[src/hw/rtl/pts_pkg.sv]
package pts_pkg;

  localparam int unsigned THREADS = 32;
  localparam int unsigned LEVELS  = 16;
  localparam int unsigned TW      = $clog2(THREADS);
  localparam int unsigned LW      = $clog2(LEVELS);
  localparam int unsigned TIME_W  = 63;
  localparam int unsigned SYS_W   = 64;
  localparam int unsigned CNT_W   = $clog2(THREADS + 1);
  localparam logic [31:0] TICK_NS_RESET = 32'd1000000;

  typedef enum logic [2:0] {
    TS_DELETED  = 3'd0,
    TS_RUNNING  = 3'd1,
    TS_READY    = 3'd2,
    TS_SLEEPING = 3'd3,
    TS_WAITING  = 3'd4,
    TS_STOPPED  = 3'd5
  } thread_state_e;

  typedef enum logic [2:0] {
    MODE_TICK   = 3'd0,
    MODE_ADMIT  = 3'd1,
    MODE_WAKEUP = 3'd2,
    MODE_SLEEP  = 3'd3,
    MODE_WAIT   = 3'd4,
    MODE_STOP   = 3'd5,
    MODE_RESCHED = 3'd6,
    MODE_UNUSED = 3'd7
  } mode_e;

  typedef enum logic [1:0] {
    STATUS_OK      = 2'd0,
    STATUS_INVALID = 2'd1,
    STATUS_FULL    = 2'd2,
    STATUS_RSVD    = 2'd3
  } status_e;

  typedef struct packed {
    logic              v;
    logic [TIME_W-1:0] tm;
    logic [TW-1:0]     thr;
  } sleep_entry_t;

  typedef struct packed {
    logic              ins;
    logic              rm;
    logic [TIME_W-1:0] tm;
    logic [TW-1:0]     thr;
  } sleep_cmd_t;

endpackage

[src/hw/rtl/pts_sleep_cell.sv]
module pts_sleep_cell import pts_pkg::*; (
  input  logic         clk_i,
  input  logic         rst_ni,
  input  sleep_cmd_t   cmd_i,
  input  sleep_entry_t left_i,
  input  logic         left_lt_i,
  input  sleep_entry_t right_i,
  input  logic         pre_i,
  output sleep_entry_t ent_o,
  output logic         lt_o,
  output logic         pre_o
);

  sleep_entry_t ent_q, ent_d;
  logic         hit;

  assign lt_o  = ent_q.v && (ent_q.tm < cmd_i.tm);
  assign hit   = cmd_i.rm && ent_q.v && (ent_q.thr == cmd_i.thr);
  assign pre_o = pre_i || hit;
  assign ent_o = ent_q;

  always_comb begin
    ent_d = ent_q;
    if (cmd_i.ins) begin
      if (!lt_o) begin
        if (left_lt_i) begin
          ent_d.v   = 1'b1;
          ent_d.tm  = cmd_i.tm;
          ent_d.thr = cmd_i.thr;
        end else begin
          ent_d = left_i;
        end
      end
    end else if (cmd_i.rm && pre_o) begin
      ent_d = right_i;
    end
  end

  always_ff @(posedge clk_i or negedge rst_ni) begin
    if (!rst_ni) begin
      ent_q <= '0;
    end else begin
      ent_q <= ent_d;
    end
  end

endmodule

[config.mk]
export PLATFORM = sky130hd
export DESIGN_NAME = pts_sleep_cell
export DESIGN_NICKNAME = d
export VERILOG_FILES = /design/src/hw/rtl/pts_pkg.sv /design/src/hw/rtl/pts_sleep_cell.sv
export SDC_FILE = /design/constraint.sdc
export NUM_CORES = 1
export LEC_CHECK = 0
export BUFFER_PORTS_ARGS = -buffer_cell sky130_fd_sc_hd__buf_2
export CORE_UTILIZATION = 49
export CTS_BUF_LIST = sky130_fd_sc_hd__clkbuf_4
export CTS_CLUSTER_DIAMETER = 60
export DETAILED_ROUTE_END_ITERATION = 16
export GPL_TIMING_DRIVEN = 0
export MAX_ROUTING_LAYER = met4
export PLACE_DENSITY = 0.88
export SLEW_MARGIN = 30
export SYNTH_ARGS = -nofsm -noshare
export SYNTH_HDL_FRONTEND = slang
export SYNTH_SLANG_ARGS = --single-unit
[constraint.sdc]
create_clock -name clk_i -period 3.7 [get_ports clk_i]
set_clock_uncertainty 0.15 [all_clocks]
set_input_delay 0.37 -clock clk_i [delete_from_list [all_inputs] [get_ports clk_i]]
set_output_delay 0.37 -clock clk_i [all_outputs]
set_load 0.05 [all_outputs]
Word-level counts from Yosys, hierarchy flattened

Index checks and enable logic that the tools add are counted.
W data, S select, Z words.

Order comparisons: 1
Eq/ne operators: 2
Reductions and logical operators: 7
Multiplexer cells: 4

Operators by type and width:

| cell                 | count |
|---|---|
| $mux W69             | 4 |
| $lt A63 B63 Y1       | 1 |
| $eq A5 B5 Y1         | 1 |
| $logic_and A1 B1 Y1  | 4 |
| $ne A2 B2 Y1 const B | 1 |
| $reduce_and A2 Y1    | 1 |
| $reduce_bool A2 Y1   | 1 |
| $logic_or A1 B1 Y1   | 1 |

Input port bits: 212
Logic and storage cells: 17
Output and inout bits: 71
Bits in registers: 69

Depth between registers and ports, before layout

Depth in word-level cells: 6
Gate-level depth with buffers: 13
Mapped depth without buffers: 10

Worst setup path after synthesis

Ideal clock, no wire load.

Path kind: flip-flop to output port
Start: reg ent_q (netlist bit ent_o[18])
End: out lt_o
Buffers on the path: 0
Data required time: 3180 ps
Stages on the path, launching flop included: 8
Slack: 678 ps
Arrival: 2502 ps
Cell sequence: dfrtp_1 -> ha_1 -> a21oi_1 -> nand2_1 -> a221o_1 -> o2111a_1 -> a311oi_1 -> and2_1

Longest elaborated chain between the ends: 2

Ends and longest elaborated chain:

| element                | line                 | source |
|---|---|---|
| from (decl)            | pts_sleep_cell.sv:14 | `sleep_entry_t ent_q, ent_d;` |
| from (signal assigned) | pts_sleep_cell.sv:43 | `ent_q <= ent_d;` |
| $lt A63 B63 Y1         | pts_sleep_cell.sv:17 | `assign lt_o = ent_q.v && (ent_q.tm < cmd_i.tm);` |
| $logic_and A1 B1 Y1    | pts_sleep_cell.sv:17 |  |
| to (decl)              | pts_sleep_cell.sv:10 | `output logic lt_o,` |

No other way between the ends.

Worst setup path in the final report

Start: reg ent_q (netlist bit ent_o[67])
End: out lt_o

Same word-level chain as after synthesis.

==> impl_summary.log <==
[metrics] # H-tree levels: 3
[metrics] cell area after technology mapping: just over 0.006 mm^2
[metrics] total cell area at the placement stage: between 0.007 and 0.008 mm^2
[metrics] wire length of the first global-routing pass: between 30000 and 40000 um
[metrics] Detail Route met3 WL: 1320 um
[metrics] Max-cap violations: 0
[metrics] type of element capturing the critical path: primary output
[metrics] vertical die dimension: 113 um
[metrics] count of endpoints failing hold in the final timing report: 0
[metrics] initial antenna violation count: 1
[metrics] horizontal die dimension: 113 um
[metrics] routed wl met2: around 10000 um
[metrics] setup tns final: 0 ps
[metrics] critical path class: reg -> out
[metrics] syn avg cell area: roughly 8.7 um^2
[metrics] fillcell total: approximately 1100
[metrics] fraction of final layout cells sized beyond drive strength 1: between 30% and 40%
[metrics] boundary pin count: 283
[metrics] pin count of the biggest net entering global routing: 37
[metrics] Worst slew margin: between 40% and 50%
[metrics] leading cell type in the layout, fill and taps excluded: buf_2
[metrics] wire length per cell: between 15 and 20 um
[metrics] ratio of total power to cell area: ~600 mW/mm^2
[metrics] buffer levels on the longest clock path: 2
[metrics] post-route met1 wirelength: 8200 um
[metrics] Worst Setup Start Kind: flip-flop
[metrics] clock-pin slew on the worst setup and hold paths: roughly 130 ps
[metrics] final count of pins violating max slew: 0
[metrics] Post-DRT Antenna Nets: 0
[metrics] Clock Root Buffer: clkbuf_4
[metrics] post-synthesis to final-layout area growth: 28.8%
[metrics] sum of overflow across all layers after global routing: 0
[metrics] RD Place Congestion: about 0.99
[metrics] unrepaired setup endpoints after global routing: false
[metrics] leakage dissipation: 4.22 nW
[metrics] HPWL after detailed placement: about 16000 um
[metrics] part of the Yosys area used for sequential elements: approximately 29%
[metrics] library cells used by synthesis: 39
[metrics] number of buffers created by CTS: 9
[metrics] vias after detailed routing: 6596
[metrics] path category of the worst min-delay check: in -> reg
[metrics] post-layout instance area: between 0.007 and 0.008 mm^2
[metrics] Period minus WS final: roughly 3500 ps
[metrics] Final period util: between 90% and 100%
[metrics] number of DRC violations after detailed routing: 0
[metrics] Crit path required time: between 3000 and 4000 ps
[metrics] die area: ~0.013 mm^2
[metrics] initial core utilization: around 50%
[metrics] Via-to-Cell Ratio: about 5.8
[metrics] clock tree from TritonCTS: built
[metrics] post-synthesis sequential element count: 69
[metrics] max layer used: met4
[metrics] outcome: finished, final reports clean
[metrics] number of setup buffers added after CTS: 0
[metrics] peak fanout along the critical path: 3
[metrics] net count reported at finish: around 1300
[metrics] highest clock frequency the design can meet: between 0.2 and 0.3 GHz
[metrics] number of warning messages in the yosys log: 0
[metrics] CTS sink count: 69
[metrics] detailed router's first-iteration violation count: between 500 and 600
[metrics] via count of the first global-routing pass: about 6400
[metrics] number of detailed-routing iterations run before antenna repair: 5
[metrics] final number of setup-violating endpoints: 0
[metrics] max reg flops: between 60 and 70
[metrics] Max VDD drop: between 0.4 and 0.5 mV
[metrics] worst path arrival time: about 3000 ps
[metrics] PortBufs: 280
[metrics] most frequent cells in the layout: buf_2 (285), inv_1 (131), nor2_1 (75)
[metrics] final WL: slightly above 20000 um
[metrics] Core Box Area: approximately 0.012 mm^2
[metrics] actual transition at the worst max-transition pin: 880 ps
[metrics] Net Count, Synth: between 900 and 1000
[metrics] FP Rows: 40
[metrics] aggregate global-route resource usage: 32.5%
[metrics] Mapped Cells: a little under 700
[metrics] clock insertion delay at the later pin of the skew report: approximately 440 ps
cells by family (layout without fill, tap and decap cells):
kind of cell    count (synthesis)  count (layout)  share of synthesized area [%]
flops                          69              69                           28.6
compound gates                188             188                           25.8
fa+ha+maj                      62              62                           12.9
simple gates                  122             122                           8.73
buf+inv                       177             475                           11.8
mux                            69              69                           11.4
xor+xnor                        5               5                          0.726
other cells                     0               1                              0
worst max-delay path: stages, from the launching register on:
cell and delay [ps]:
dfrtp_1 440, ha_1 310, nand4_1 170, nor4_1 780, a21boi_0 320, a311oi_2 100
and2_1 230, buf_2 220
per-layer routing:
metal  up-vias  track usage [%]
met2       332             56.5
li1       3106                -
met5         -                -
met3        58             4.39
met4         0             14.6
met1      3100             37.3
worst paths after layout:
path,end,slack (ps),cells past startpoint,startpoint
worst max-delay path,lt_o,160,7,ent_o[67]
worst min-delay path,ent_o[16],110,3,left_i[16]
worst max register to register,ent_o[31],180,9,ent_o[67]
worst min register to register,ent_o[41],430,2,ent_o[41]
max in group asynchronous,ent_o[68],2520,3,rst_ni
min in group asynchronous,ent_o[17],270,2,rst_ni
power by group:
group / total [mW] / internal [mW] / switching, mW
clock: 0.429 / 0.143 / 0.287
sequential: 1.26 / 1.02 / 0.247
combinational: 2.96 / 0.917 / 2.04
area by class of cell:
| class | instances | area (um^2) | share of cell area [%] |
|---|---|---|---|
| Antenna cell | 1 | 2.50 | 0.0322 |
| Buffer | 46 | 219 | 2.82 |
| Clock buffer | 11 | 82.6 | 1.06 |
| Clock inverter | 4 | 16.3 | 0.209 |
| Inverter | 131 | 492 | 6.33 |
| Multi-Input combinational cell | 446 | 3600 | 46.4 |
| Sequential cell | 69 | 1730 | 22.2 |
| Tap cell | 147 | 184 | 2.37 |
| Timing Repair Buffer | 283 | 1440 | 18.6 |
Yosys cell counts:
library cell,count,area share [%]
a2111oi_0,1,0.15
a2111oi_2,1,0.25
a211oi_1,69,8.6
a21boi_0,1,0.12
a21o_1,3,0.37
a21oi_1,31,2.6
a221o_1,1,0.17
a221oi_1,47,6.8
a221oi_2,21,5.2
a311oi_1,1,0.15
a41o_1,1,0.17
and2_1,2,0.21
and3_1,2,0.21
buf_1,1,0.062
buf_2,6,0.50
buf_6,5,0.93
clkbuf_1,33,2.1
clkbuf_2,1,0.083
dfrtp_1,69,29
ha_1,62,13
inv_1,131,8.2
mux2i_1,69,11
nand2_1,15,0.93
nand3_1,9,0.75
nand3b_1,1,0.12
nand4_1,12,1.2
nor2_1,75,4.7
nor2b_1,2,0.21
nor3_1,1,0.083
nor4_1,3,0.31
o2111a_1,1,0.19
o21a_1,1,0.12
o21ai_0,5,0.41
o21ai_1,1,0.083
o21bai_1,1,0.12
o221ai_1,1,0.15
o41a_1,1,0.19
xnor2_1,1,0.15
xor2_1,4,0.58
what timing repair did:
item                                   CTS  global route
gates resized for setup                  0             1
hold buffers                             2             0
setup endpoints to repair                0             1
endpoints found under the hold margin   34             0
per-stage QoR:
step	util, %	hold WS (ps)	setup WS [ps]	total power [mW]	cells
6_report	64.7	111	164	4.65	1138
5_1_grt	64.7	114	12.9	4.94	1138
4_1_cts	64.6	94.8	87.6	4.65	1137
3_5_place_dp	63.6	220	201	4.21	1120
3_3_place_gp	63.4	410	259	4.13	1119
2_1_floorplan	-	-75.6	678	3.40	692
(Power assumes the default switching activity.)
